`config.mk`:
```
export PLATFORM = sky130hd
export DESIGN_NAME = bounded_ordered_list_engine_core_flat
export DESIGN_NICKNAME = d
export VERILOG_FILES = /design/src/rtl/bolec_pkg.sv /design/src/rtl/bolec_if.sv /design/src/rtl/bolec_cell.sv /design/src/rtl/bolec_chain.sv /design/src/rtl/bounded_ordered_list_engine_core.sv /design/src/flat_wrapper.sv
export SDC_FILE = /design/constraint.sdc
export NUM_CORES = 1
export LEC_CHECK = 0
export BUFFER_PORTS_ARGS = -buffer_cell sky130_fd_sc_hd__buf_2
export CORE_AREA = 5 5 284 286
export DETAILED_ROUTE_END_ITERATION = 6
export DIE_AREA = 0 0 289 291
export HOLD_SLACK_MARGIN = 0.15
export SYNTH_ARGS = -nofsm -noshare
export SYNTH_HDL_FRONTEND = slang
export SYNTH_SLANG_ARGS = --single-unit
```
`constraint.sdc`:
```
create_clock -name clock -period 11.8 [get_ports clock]
set_input_delay 1.18 -clock clock [delete_from_list [all_inputs] [get_ports clock]]
set_output_delay 1.18 -clock clock [all_outputs]
set_load 0.01 [all_outputs]
```
`src/rtl/bolec_pkg.sv`:
```
package bolec_pkg;

   // payload widths
   localparam int DATA_W   = 32;
   localparam int KIND_W   = 2;
   localparam int STATUS_W = 2;
   localparam int COUNT_W  = 5;

   // request kinds
   localparam logic [KIND_W-1:0] KIND_HEAD   = 2'd0;
   localparam logic [KIND_W-1:0] KIND_FOOT   = 2'd1;
   localparam logic [KIND_W-1:0] KIND_DELETE = 2'd2;
   localparam logic [KIND_W-1:0] KIND_READ   = 2'd3;

   // result status codes
   localparam logic [STATUS_W-1:0] ST_DONE     = 2'd0;
   localparam logic [STATUS_W-1:0] ST_FULL     = 2'd1;
   localparam logic [STATUS_W-1:0] ST_NOTFOUND = 2'd2;
   localparam logic [STATUS_W-1:0] ST_EMPTY    = 2'd3;

   // chain commands
   localparam int CMD_W = 3;
   localparam logic [CMD_W-1:0] CMD_NONE   = 3'd0;
   localparam logic [CMD_W-1:0] CMD_HEAD   = 3'd1;
   localparam logic [CMD_W-1:0] CMD_FOOT   = 3'd2;
   localparam logic [CMD_W-1:0] CMD_DELETE = 3'd3;
   localparam logic [CMD_W-1:0] CMD_ROTATE = 3'd4;

   // per-cell operations
   localparam int OP_W = 2;
   localparam logic [OP_W-1:0] OP_HOLD       = 2'd0;
   localparam logic [OP_W-1:0] OP_TAKE_LEFT  = 2'd1;
   localparam logic [OP_W-1:0] OP_TAKE_RIGHT = 2'd2;
   localparam logic [OP_W-1:0] OP_LOAD       = 2'd3;

   typedef struct packed {
      logic [CMD_W-1:0]  cmd;
      logic [DATA_W-1:0] operand;
   } chain_req_type;

   typedef struct packed {
      logic              hit;
      logic [DATA_W-1:0] head;
   } chain_stat_type;

endpackage

```
`src/rtl/bolec_if.sv`:
```
interface bolec_req_if import bolec_pkg::*; ();
   logic                     valid;
   logic                     ready;
   logic [KIND_W-1:0]        kind;
   logic signed [DATA_W-1:0] value;

   modport source (output valid, output kind, output value, input ready);
   modport sink (input valid, input kind, input value, output ready);
endinterface

interface bolec_rsp_if import bolec_pkg::*; ();
   logic                     valid;
   logic                     ready;
   logic [STATUS_W-1:0]      status;
   logic signed [DATA_W-1:0] data;
   logic [COUNT_W-1:0]       count;
   logic                     last;

   modport source (output valid, output status, output data, output count, output last,
                   input ready);
   modport sink (input valid, input status, input data, input count, input last,
                 output ready);
endinterface

```
`src/rtl/bolec_cell.sv`:
```
module bolec_cell import bolec_pkg::*; (
   input  logic              clock,
   input  logic [OP_W-1:0]   op,
   input  logic [DATA_W-1:0] left_data,
   input  logic [DATA_W-1:0] right_data,
   input  logic [DATA_W-1:0] load_data,
   input  logic [DATA_W-1:0] operand,
   output logic [DATA_W-1:0] data,
   output logic              equal
);

   logic [DATA_W-1:0] data_ff;
   logic [DATA_W-1:0] data_in;

   // pick the next entry from a neighbor, the load bus or self
   always_comb begin
      case (op)
         OP_TAKE_LEFT:  data_in = left_data;
         OP_TAKE_RIGHT: data_in = right_data;
         OP_LOAD:       data_in = load_data;
         default:       data_in = data_ff;
      endcase
   end

   always_ff @(posedge clock) begin
      data_ff <= data_in;
   end

   assign data  = data_ff;
   assign equal = (data_ff == operand);

endmodule

```
`src/rtl/bolec_chain.sv`:
```
module bolec_chain import bolec_pkg::*; #(
   parameter int CAPACITY = 16
) (
   input  logic                               clock,
   input  chain_req_type                      chain_req,
   input  logic [$clog2(CAPACITY+1)-1:0]      count,
   output chain_stat_type                     chain_stat
);

   localparam int CW = $clog2(CAPACITY + 1);

   logic [DATA_W-1:0]   cell_data [CAPACITY];
   logic [CAPACITY-1:0] cell_equal;
   logic [CAPACITY-1:0] cell_used;
   logic [CAPACITY-1:0] match;
   logic [DATA_W-1:0]   load_data;
   logic [CW-1:0]       count_m1;

   assign count_m1  = count - 1'b1;
   assign match     = cell_equal & cell_used;
   // rotate feeds the head back in at the foot
   assign load_data = (chain_req.cmd == CMD_ROTATE) ? cell_data[0] : chain_req.operand;

   assign chain_stat.hit  = |match;
   assign chain_stat.head = cell_data[0];

   for (genvar i = 0; i < CAPACITY; i++) begin : g_cell
      logic [OP_W-1:0]   op;
      logic [DATA_W-1:0] left_data;
      logic [DATA_W-1:0] right_data;
      logic              hit_upto;

      assign cell_used[i] = (CW'(i) < count);
      assign hit_upto     = |match[i:0];

      if (i == 0) begin : g_first
         assign left_data = load_data;
      end else begin : g_mid_l
         assign left_data = cell_data[i-1];
      end

      if (i == CAPACITY - 1) begin : g_final
         assign right_data = cell_data[i];
      end else begin : g_mid_r
         assign right_data = cell_data[i+1];
      end

      // decode the chain command for this cell
      always_comb begin
         case (chain_req.cmd)
            CMD_HEAD:   op = OP_TAKE_LEFT;
            CMD_FOOT:   op = (CW'(i) == count) ? OP_LOAD : OP_HOLD;
            CMD_DELETE: op = (hit_upto && cell_used[i]) ? OP_TAKE_RIGHT : OP_HOLD;
            CMD_ROTATE: begin
               if (!cell_used[i]) begin
                  op = OP_HOLD;
               end else if (CW'(i) == count_m1) begin
                  op = OP_LOAD;
               end else begin
                  op = OP_TAKE_RIGHT;
               end
            end
            default:    op = OP_HOLD;
         endcase
      end

      bolec_cell u_cell (
         .clock      (clock),
         .op         (op),
         .left_data  (left_data),
         .right_data (right_data),
         .load_data  (load_data),
         .operand    (chain_req.operand),
         .data       (cell_data[i]),
         .equal      (cell_equal[i])
      );
   end

endmodule

```
`src/rtl/bounded_ordered_list_engine_core.sv`:
```
// channel   | dir | handshake              | payload
// req_chan  | in  | valid/ready            | kind[1:0], value[31:0] signed
// rsp_chan  | out | valid/ready            | status[1:0], data[31:0], count[4:0], last
//
// Insert and delete requests give one response each.
// Read all gives one response per entry, the chain rotating one entry to the
// head per cycle while the response can load; no request is taken meanwhile.
// Synchronous reset empties the list; cell contents are not cleared.
// A stalled response holds; a new request is taken when the output
// register is empty or being drained in the same cycle.
module bounded_ordered_list_engine_core import bolec_pkg::*; #(
   parameter int CAPACITY = 16
) (
   input  logic        clock,
   input  logic        reset,
   bolec_req_if.sink   req_chan,
   bolec_rsp_if.source rsp_chan
);

   localparam int CW = $clog2(CAPACITY + 1);

   localparam logic ST_IDLE = 1'b0;
   localparam logic ST_READ = 1'b1;

   logic                state_ff, state_in;
   logic [CW-1:0]       count_ff, count_in;
   logic [CW-1:0]       remain_ff, remain_in;
   logic                rsp_valid_ff, rsp_valid_in;
   logic [STATUS_W-1:0] rsp_status_ff, rsp_status_in;
   logic [DATA_W-1:0]   rsp_data_ff, rsp_data_in;
   logic [COUNT_W-1:0]  rsp_count_ff, rsp_count_in;
   logic                rsp_last_ff, rsp_last_in;

   chain_req_type  chain_req;
   chain_stat_type chain_stat;

   logic load_ok;
   logic accept;
   logic rsp_load;
   logic full;
   logic empty;

   assign load_ok  = !rsp_valid_ff || rsp_chan.ready;
   assign req_chan.ready = (state_ff == ST_IDLE) && load_ok;
   assign accept   = req_chan.valid && req_chan.ready;
   assign full     = (count_ff == CW'(CAPACITY));
   assign empty    = (count_ff == '0);

   // sequence requests and read-all streaming
   always_comb begin
      logic [CW+COUNT_W-1:0] count_ext;
      logic [CW-1:0]         count_out;

      state_in          = state_ff;
      count_in          = count_ff;
      remain_in         = remain_ff;
      rsp_load          = 1'b0;
      rsp_status_in     = ST_DONE;
      rsp_data_in       = req_chan.value;
      rsp_last_in       = 1'b1;
      count_out         = count_ff;
      chain_req.cmd     = CMD_NONE;
      chain_req.operand = req_chan.value;

      case (state_ff)
         ST_IDLE: begin
            if (accept) begin
               case (req_chan.kind)
                  KIND_HEAD, KIND_FOOT: begin
                     rsp_load = 1'b1;
                     if (full) begin
                        rsp_status_in = ST_FULL;
                     end else begin
                        chain_req.cmd = (req_chan.kind == KIND_HEAD) ? CMD_HEAD : CMD_FOOT;
                        count_in      = count_ff + 1'b1;
                        count_out     = count_in;
                     end
                  end
                  KIND_DELETE: begin
                     rsp_load = 1'b1;
                     if (empty) begin
                        rsp_status_in = ST_EMPTY;
                     end else if (!chain_stat.hit) begin
                        rsp_status_in = ST_NOTFOUND;
                     end else begin
                        chain_req.cmd = CMD_DELETE;
                        count_in      = count_ff - 1'b1;
                        count_out     = count_in;
                     end
                  end
                  default: begin
                     if (empty) begin
                        rsp_load      = 1'b1;
                        rsp_status_in = ST_EMPTY;
                        rsp_data_in   = '0;
                     end else begin
                        state_in  = ST_READ;
                        remain_in = count_ff;
                     end
                  end
               endcase
            end
         end
         default: begin
            // emit the head, then rotate it to the foot
            if (load_ok) begin
               rsp_load      = 1'b1;
               chain_req.cmd = CMD_ROTATE;
               rsp_data_in   = chain_stat.head;
               rsp_last_in   = (remain_ff == CW'(1));
               remain_in     = remain_ff - 1'b1;
               if (remain_ff == CW'(1)) begin
                  state_in = ST_IDLE;
               end
            end
         end
      endcase

      count_ext    = {{COUNT_W{1'b0}}, count_out};
      rsp_count_in = count_ext[COUNT_W-1:0];

      if (rsp_load) begin
         rsp_valid_in = 1'b1;
      end else if (rsp_chan.ready) begin
         rsp_valid_in = 1'b0;
      end else begin
         rsp_valid_in = rsp_valid_ff;
      end
   end

   // control state
   always_ff @(posedge clock) begin
      if (reset) begin
         state_ff     <= ST_IDLE;
         count_ff     <= '0;
         remain_ff    <= '0;
         rsp_valid_ff <= 1'b0;
      end else begin
         state_ff     <= state_in;
         count_ff     <= count_in;
         remain_ff    <= remain_in;
         rsp_valid_ff <= rsp_valid_in;
      end
   end

   // response payload
   always_ff @(posedge clock) begin
      if (rsp_load) begin
         rsp_status_ff <= rsp_status_in;
         rsp_data_ff   <= rsp_data_in;
         rsp_count_ff  <= rsp_count_in;
         rsp_last_ff   <= rsp_last_in;
      end
   end

   assign rsp_chan.valid  = rsp_valid_ff;
   assign rsp_chan.status = rsp_status_ff;
   assign rsp_chan.data   = rsp_data_ff;
   assign rsp_chan.count  = rsp_count_ff;
   assign rsp_chan.last   = rsp_last_ff;

   bolec_chain #(
      .CAPACITY (CAPACITY)
   ) u_chain (
      .clock      (clock),
      .chain_req  (chain_req),
      .count      (count_ff),
      .chain_stat (chain_stat)
   );

   // list never grows past its capacity
   assert property (@(posedge clock) disable iff (reset)
      count_ff <= CW'(CAPACITY))
      else $error("entry count above capacity");

   // read-all bookkeeping stays within the list
   assert property (@(posedge clock) disable iff (reset)
      (state_ff == ST_READ) |-> (remain_ff != '0 && remain_ff <= count_ff))
      else $error("read-all remainder out of range");

   // read-all leaves the list size untouched
   assert property (@(posedge clock) disable iff (reset)
      (state_ff == ST_READ) |=> $stable(count_ff))
      else $error("count changed during read-all");

   // final read-all response returns to idle
   assert property (@(posedge clock) disable iff (reset)
      (state_ff == ST_READ && load_ok && remain_ff == CW'(1)) |=> (state_ff == ST_IDLE))
      else $error("read-all did not finish");

   // a non-final response only comes from a read-all in progress
   assert property (@(posedge clock) disable iff (reset)
      (rsp_valid_ff && !rsp_last_ff) |-> (state_ff == ST_READ))
      else $error("non-final response outside read-all");

endmodule
```
`src/flat_wrapper.sv`:
```
// flat-port wrapper written by rule: the top's interface ports become plain ports
module bounded_ordered_list_engine_core_flat import bolec_pkg::*;
#(
   parameter int CAPACITY = 16
)
  (clock, reset, req_chan_valid, req_chan_kind, req_chan_value, req_chan_ready, rsp_chan_valid, rsp_chan_status, rsp_chan_data, rsp_chan_count, rsp_chan_last, rsp_chan_ready);
  bolec_req_if req_chan_i ();
  bolec_rsp_if rsp_chan_i ();
  input  logic clock;
  input  logic reset;
  input wire logic [$bits(req_chan_i.valid)-1:0] req_chan_valid;
  input wire logic [$bits(req_chan_i.kind)-1:0] req_chan_kind;
  input wire logic [$bits(req_chan_i.value)-1:0] req_chan_value;
  output wire logic [$bits(req_chan_i.ready)-1:0] req_chan_ready;
  output wire logic [$bits(rsp_chan_i.valid)-1:0] rsp_chan_valid;
  output wire logic [$bits(rsp_chan_i.status)-1:0] rsp_chan_status;
  output wire logic [$bits(rsp_chan_i.data)-1:0] rsp_chan_data;
  output wire logic [$bits(rsp_chan_i.count)-1:0] rsp_chan_count;
  output wire logic [$bits(rsp_chan_i.last)-1:0] rsp_chan_last;
  input wire logic [$bits(rsp_chan_i.ready)-1:0] rsp_chan_ready;
  assign req_chan_i.valid = req_chan_valid;
  assign req_chan_i.kind = req_chan_kind;
  assign req_chan_i.value = req_chan_value;
  assign req_chan_ready = req_chan_i.ready;
  assign rsp_chan_valid = rsp_chan_i.valid;
  assign rsp_chan_status = rsp_chan_i.status;
  assign rsp_chan_data = rsp_chan_i.data;
  assign rsp_chan_count = rsp_chan_i.count;
  assign rsp_chan_last = rsp_chan_i.last;
  assign rsp_chan_i.ready = rsp_chan_ready;
  bounded_ordered_list_engine_core #(.CAPACITY(CAPACITY)) u_core (.clock(clock), .reset(reset), .req_chan(req_chan_i), .rsp_chan(rsp_chan_i));
endmodule
```
## Word level (Yosys, flattened, before mapping)

Index checks and enable logic that the tools add are counted.

- Add/sub/neg operators: 3
- Order comparisons: 16
- Equality and inequality tests: 104
- Multiplexer cells: 138
- Bitwise logic cells: 3
- Reduce and logical (&&, ||, !) cells: 62

Operator list:

| kind | number |
|---|---|
| case mux 32 bit (3 select lines) | 14 |
| equality test 32 bit | 16 |
| 2-to-1 mux 32 bit | 6 |
| case mux 2 bit (4 select lines) | 16 |
| case mux 32 bit (2 select lines) | 2 |
| 2-to-1 mux 2 bit | 52 |
| equality test 4 x 5 -> 1 bit, first input constant | 16 |
| equality test 2 bit, second input constant | 32 |
| 2-to-1 mux 5 bit | 10 |
| nonzero test 3 bit | 14 |
| equality test 3 x 5 -> 1 bit, first input constant | 8 |
| < comparator 4 x 5 -> 1 bit, first input constant | 8 |
| equality test 2 x 1 -> 1 bit, second input constant | 17 |
| 2-to-1 mux 1 bit | 30 |
| equality test 2 x 5 -> 1 bit, first input constant | 4 |
| < comparator 3 x 5 -> 1 bit, first input constant | 4 |
| logical AND 1 bit | 18 |
| AND 16 bit | 1 |
| OR reduction 16 bit | 1 |
| 2-to-1 mux 3 bit | 5 |
| OR reduction 15 bit | 1 |
| OR reduction 14 bit | 1 |
| OR reduction 13 bit | 1 |
| OR reduction 12 bit | 1 |
| other kinds (33) | 48 |

- Flip-flop bits (word level): 564
- Output and inout bits: 42
- Word-level logic and storage cells: 350

## Depth between registers and ports, before layout

- Depth in word-level cells: 13
- Mapped depth: 14
- Mapped depth without buffers: 11

## Hierarchy

A second synthesis with hierarchy kept.

- Cell total of the unflattened synthesis: 3440
- Area total of the unflattened synthesis: 35814.3 um2

Modules (own cells, without submodules):

| module | times used | cells each | area each (um2) | sequential area each (um2) |
|---|---|---|---|---|
| bolec_cell | 16 | 183 | 1986.9 | 960.9 |
| bounded_ordered_list_engine_core | 1 | 214 | 2549.9 | 1441.4 |
| bolec_chain | 1 | 298 | 1473.9 | 0.0 |

## Worst setup path after synthesis

No wires, ideal clock.

- Path kind: input port to flip-flop
- Start: input port req_chan_value[16]
- End: register u_core.u_chain.g_cell[13].u_cell.data_ff[0], enable pin
- Setup time: 428 ps
- Data arrival time: 4947 ps
- Data required time: 11372 ps
- Slack: 6425 ps
- Stages on the path: 10
- Buffers on the path: 2
- Path through: buf_4 -> xor2_1 -> or4_1 -> or4_1 -> or4_1 -> and4_4 -> nand4_2 -> buf_6 -> a31oi_1 -> o21bai_1

- Word-level cells in the longest chain between the ends: 12

RTL lines:

| item | line | text |
|---|---|---|
| from (decl) | flat_wrapper.sv:13 | `input wire logic [$bits(req_chan_i.value)-1:0] req_chan_value;` |
| equality test 32 bit | bolec_cell.sv:30 | `assign equal = (data_ff == operand);` |
| AND 16 bit * | bolec_chain.sv:20 | `assign match = cell_equal & cell_used;` |
| OR reduction 16 bit | bolec_chain.sv:24 | `assign chain_stat.hit = \|match;` |
| 2-to-1 mux 2 bit | bounded_ordered_list_engine_core.sv:83 | `end else if (!chain_stat.hit) begin` |
| 2-to-1 mux 3 bit | bounded_ordered_list_engine_core.sv:81 | `if (empty) begin` |
| case mux 3 bit (2 select lines) | bounded_ordered_list_engine_core.sv:68 | `case (req_chan.kind)` |
| 2-to-1 mux 3 bit | bounded_ordered_list_engine_core.sv:67 | `if (accept) begin` |
| 2-to-1 mux 3 bit | bounded_ordered_list_engine_core.sv:65 | `case (state_ff)` |
| equality test 3 bit (tied with other cells) | bolec_chain.sv:50 | `case (chain_req.cmd)` |
| case mux 2 bit (4 select lines) * | bolec_chain.sv:50 |  |
| equality test 2 x 1 -> 1 bit / equality test 2 bit (equally long branches) | bolec_cell.sv:17 | `case (op)` |
| nonzero test 3 bit (no source line) * | n/a |  |
| to (signal assigned) | bolec_cell.sv:26 | `data_ff <= data_in;` |
| to (decl) | bolec_cell.sv:12 | `logic [DATA_W-1:0] data_ff;` |

Every way passes the cells marked *; elsewhere a longest branch is shown, timed or not.
A chain may end at the register's enable or synchronous reset.

## Final worst setup path

- Start: input port req_chan_value[16]
- End: register u_core.u_chain.g_cell[2].u_cell.data_ff[17], enable pin

- Word-level cells in the longest chain between the ends: 12

RTL lines:

| item | line |
|---|---|
| equality test 32 bit | bolec_cell.sv:30 |
| AND 16 bit * | bolec_chain.sv:20 |
| OR reduction 16 bit | bolec_chain.sv:24 |
| 2-to-1 mux 2 bit | bounded_ordered_list_engine_core.sv:83 |
| 2-to-1 mux 3 bit | bounded_ordered_list_engine_core.sv:81 |
| case mux 3 bit (2 select lines) | bounded_ordered_list_engine_core.sv:68 |
| 2-to-1 mux 3 bit | bounded_ordered_list_engine_core.sv:67 |
| 2-to-1 mux 3 bit | bounded_ordered_list_engine_core.sv:65 |
| equality test 3 bit (tied with other cells) | bolec_chain.sv:50 |
| case mux 2 bit (4 select lines) * | bolec_chain.sv:50 |
| equality test 2 x 1 -> 1 bit / equality test 2 bit (equally long branches) | bolec_cell.sv:17 |
| nonzero test 3 bit (no source line) * | n/a |
| to (signal assigned) | bolec_cell.sv:26 |
| to (decl) | bolec_cell.sv:12 |

Marks and branches as above.

==> out/metrics.yaml <==
clock_network:
  clk_pin_slew_ns: 0.06
  cts_root_buffer: "clkbuf_16"
  cts_tree: "done"
  numClockSinks: 564
  cts_hold_buf: 0
  clock_latency_ns: 0.63
  clockBufferDepth: 3
  htree_levels: 3
  cts_made_buffers: 68
  cts_setup_buffers: 0
  post_cts_resized: 0
detailed_routing:
  vias: 29900
  avgRoutedWirePerCell_um: 34.6
  drt_pre_antenna_iters: 6
  routed_wl_mm: 152
  drc: 0
  drtAntennaViolNets: 0
  drt-initial-drc-count: 3704
  vias_per_cell: 6.82
run:
  max_cap_viol_count: 0
critical_path:
  crit_top_cell: "nor4_1"
  path_buf_inv: 2
  reg2reg_from: "u_core.count_ff[1]"
  cp_slowest_stage_delay_ns: 1.14
  timing.critical_path.cells: "buf_2 -> xnor2_1 -> and4_1 -> nand4_1 -> nor4_1 -> nor4_1 -> nand4_2 -> a31oi_1 -> o21ai_4 -> buf_4 -> or2_2"
  rrSetupSlack_ns: 5.84
  setup.worst_path.end_class: "register"
  cp-start-kind: "primary input"
  rr_worst_depth: 11
  crit_slowest_cell: "nor4_1"
  arrival_ns: 6.33
  critPathKind: "primary input to register"
  crit_required_ns: 12.03
  reg2reg_to: "u_core.u_chain.g_cell[2].u_cell.data[17]"
  path_max_fanout: 33
  cp.depth: 11
  critPathTopFamily: "simple AND/OR/NAND/NOR gates"
pwr:
  p_int_mw: 3.61
  sw_frac_of_total_pct: 28.2
  p_switching_mw: 1.42
  total_power_mw: 5.03
  p_seq_share_pct: 47.1
  ir_drop_mv: 0.121
  power_leakage_nw: 13.0
  pwr-share-comb_pct: 12.5
  clkPwrFrac_pct: 40.3
  power_density_nw_per_um2: 131
timing:
  rsz0062_at_grt: "no"
  fin_skew_ns: 0.0305
  slew_headroom_pct: 8.76
  finalSetupViolations: 0
  period_share_pct: 51.7
  setup_tns_ns: 0
  finalMaxSlewViolations: 0
  hold_violations: 0
  worstMarginPinSlew_ns: 1.36
  timing.final.crit_period_ns: 6.10
  fmax_mhz: 164
yosys:
  synth_nets: 3372
  synth.top_cell.area_share_pct: 47.7
  synthTopCellsByArea: "edfxtp_1 (48%), xor2_1 (9.6%), a221o_1 (7.2%)"
  yosys_most_used_dff: "edfxtp_1"
  syn_avg_cell_area_um2: 10.5
  ys_async_sr_fraction_pct: 0
  syn-cell-area_um2: 34800
  synth_warnings: 0
  synthDistinctLibCells: 82
  seq_area_frac_synth_pct: 48.4
  synth_top_area_cell: "edfxtp_1"
  synth-edff-count: 552
  ys_ff_latch: 564
  synth_cells: 3326
grt:
  grt_pass1_wl_mm: 213
  antenna_found_initial: 2
  grt_max_degree: 66
  track_usage_pct: 34.7
  met3_usage_pct: 5.43
  top_usage_layer: "met2"
  first_global_vias: 28900
  grtUsageMet2_pct: 56.2
  grt_remaining_overflow: 0
  use_met1_pct: 43.0
run_status:
  status: "complete, no violations"
floorplan:
  fp.dieW_um: 289
  dieArea_um2: 84100
  rows: 103
  coreArea_um2: 78100
  initial_core_util_pct: 44.5
  io_pins: 80
  die_height_um: 291
cells_and_area:
  nNetsFinal: 3331
  drive_gt1_share_pct: 12.9
  syn2layout_area_growth_pct: 10.5
min_path:
  min_from: "u_core.remain_ff[1]"
  hold_end: "u_core.remain_ff[1]"
  worst_hold_path.num_cells: 2
  hold_path_class: "register to register"
place:
  io_buffers: 79
  hpwl_mm: 113
  gp_congestion: 1.13
[synthesized netlist by cell type, types with 34 or more instances]
library cell	count
o22ai_1	65
nand4_1	111
clkbuf_1	161
a221o_1	249
nor2_1	471
nand2_1	158
buf_2	97
edfxtp_1	552
a21oi_1	251
mux2i_1	34
nor4_1	139
xor2_1	380
xnor2_1	140
mux2_2	41
nand3_1	98
[worst max path at each step]
stage	end	slack, ns	startpoint
4_1_cts	u_core.u_chain.g_cell[2].u_cell.data[17]	6.01	req_chan_value[16]
5_1_grt	u_core.u_chain.g_cell[2].u_cell.data[17]	5.54	req_chan_value[16]
3_3_place_gp	u_core.u_chain.g_cell[2].u_cell.data[20]	5.41	req_chan_value[16]
3_5_place_dp	u_core.u_chain.g_cell[2].u_cell.data[18]	5.37	req_chan_value[16]
6_report	u_core.u_chain.g_cell[2].u_cell.data[17]	5.70	req_chan_value[16]
2_1_floorplan	u_core.u_chain.g_cell[13].u_cell.data[0]	6.42	req_chan_value[16]
[placed cells by master, fill, tap and decap left out, drive strengths merged, types with 5 or more instances in the layout]
cell type / instances
nor3: 32
o22ai: 65
nor2: 471
nand4: 112
nand2: 158
mux2: 70
a211oi: 5
or4: 15
nor2b: 5
clkbuf: 88
nor4: 139
o221a: 32
nor4b: 8
mux2i: 34
buf: 174
or2: 7
and4: 6
nand3: 98
o21ai: 23
clkinv: 23
ha: 8
xor2: 380
a221o: 249
o31ai: 5
and3: 8
nand2b: 26
xnor2: 140
edfxtp: 552
a31oi: 8
inv: 11
or3: 12
dfxtp: 12
a21o: 8
nand4b: 8
a21oi: 251
o2bb2ai: 32
[routing by layer]
metal  vias up  part of all wire (%)
met5         -                     0
met4         0                   8.2
met3       478                   7.9
met2      1948                    47
met1     14800                    37
li1      12600                     -
[tightest hold or removal path, cell delays in order (launching register included)]
cell and delay [ns]:
dfxtp_1 0.32, nor2_1 0.10, nor3_1 0.05
[flip-flops by register name, summed over array words and instances, names as in the netlist]
| signal | flops |
|---|---|
| u_core.rsp_chan.data | 32 |
| u_core.state_ff | 1 |
| u_core.remain_ff | 5 |
| u_core.rsp_chan.valid | 1 |
| u_core.u_chain.g_cell.u_cell.data | 512 |
| u_core.count_ff | 5 |
| u_core.rsp_chan.status | 2 |
| u_core.rsp_chan.count | 5 |
| u_core.rsp_chan.last | 1 |
[cell families after synthesis]
kind of cell             Yosys count  synth area share [%]
flip-flops                       564                  48.4
AND/OR/NAND/NOR                 1118                  15.5
AO/OA/AOI/OAI                    719                  15.8
adder cells (fa/ha/maj)            8                 0.288
buffers and inverters            293                  3.70
multiplexers                     104                  3.25
XOR/XNOR                         520                  13.1
[power groups by stage]
stage | Combinational (mW) | Sequential, mW | Clock, mW
detailed placement | 0.609 | 2.41 | 0
CTS | 0.611 | 2.37 | 2.04
floorplan | 0.359 | 2.38 | 0
finish | 0.630 | 2.37 | 2.03
global route | 0.653 | 2.37 | 2.12
global placement | 0.603 | 2.41 | 0
[stage by stage]
step | instance area (um^2) | setup WS [ns] | hold WS [ns] | std cells | util [%]
final | 38400 | 5.70 | 0.524 | 4384 | 49.2
after global routing | 38400 | 5.54 | 0.550 | 4384 | 49.2
after CTS | 38400 | 6.01 | 0.517 | 4383 | 49.2
after detailed placement | 36300 | 5.37 | 0.509 | 4265 | 46.5
after global placement | 36300 | 5.41 | 0.499 | 4265 | 46.5
after floorplan | 34800 | 6.42 | 0.488 | 3326 | -
[final cells by class]
type                            count  area (um^2)
Multi-Input combinational cell   2469        17100
Fill cell                        7186        39700
Clock inverter                     30          226
Antenna cell                        1         2.50
Sequential cell                   564        16800
Tap cell                         1050         1310
Clock buffer                       88         1840
Inverter                            8         30.0
Timing Repair Buffer              174         1110
(Power assumes the default switching activity.)
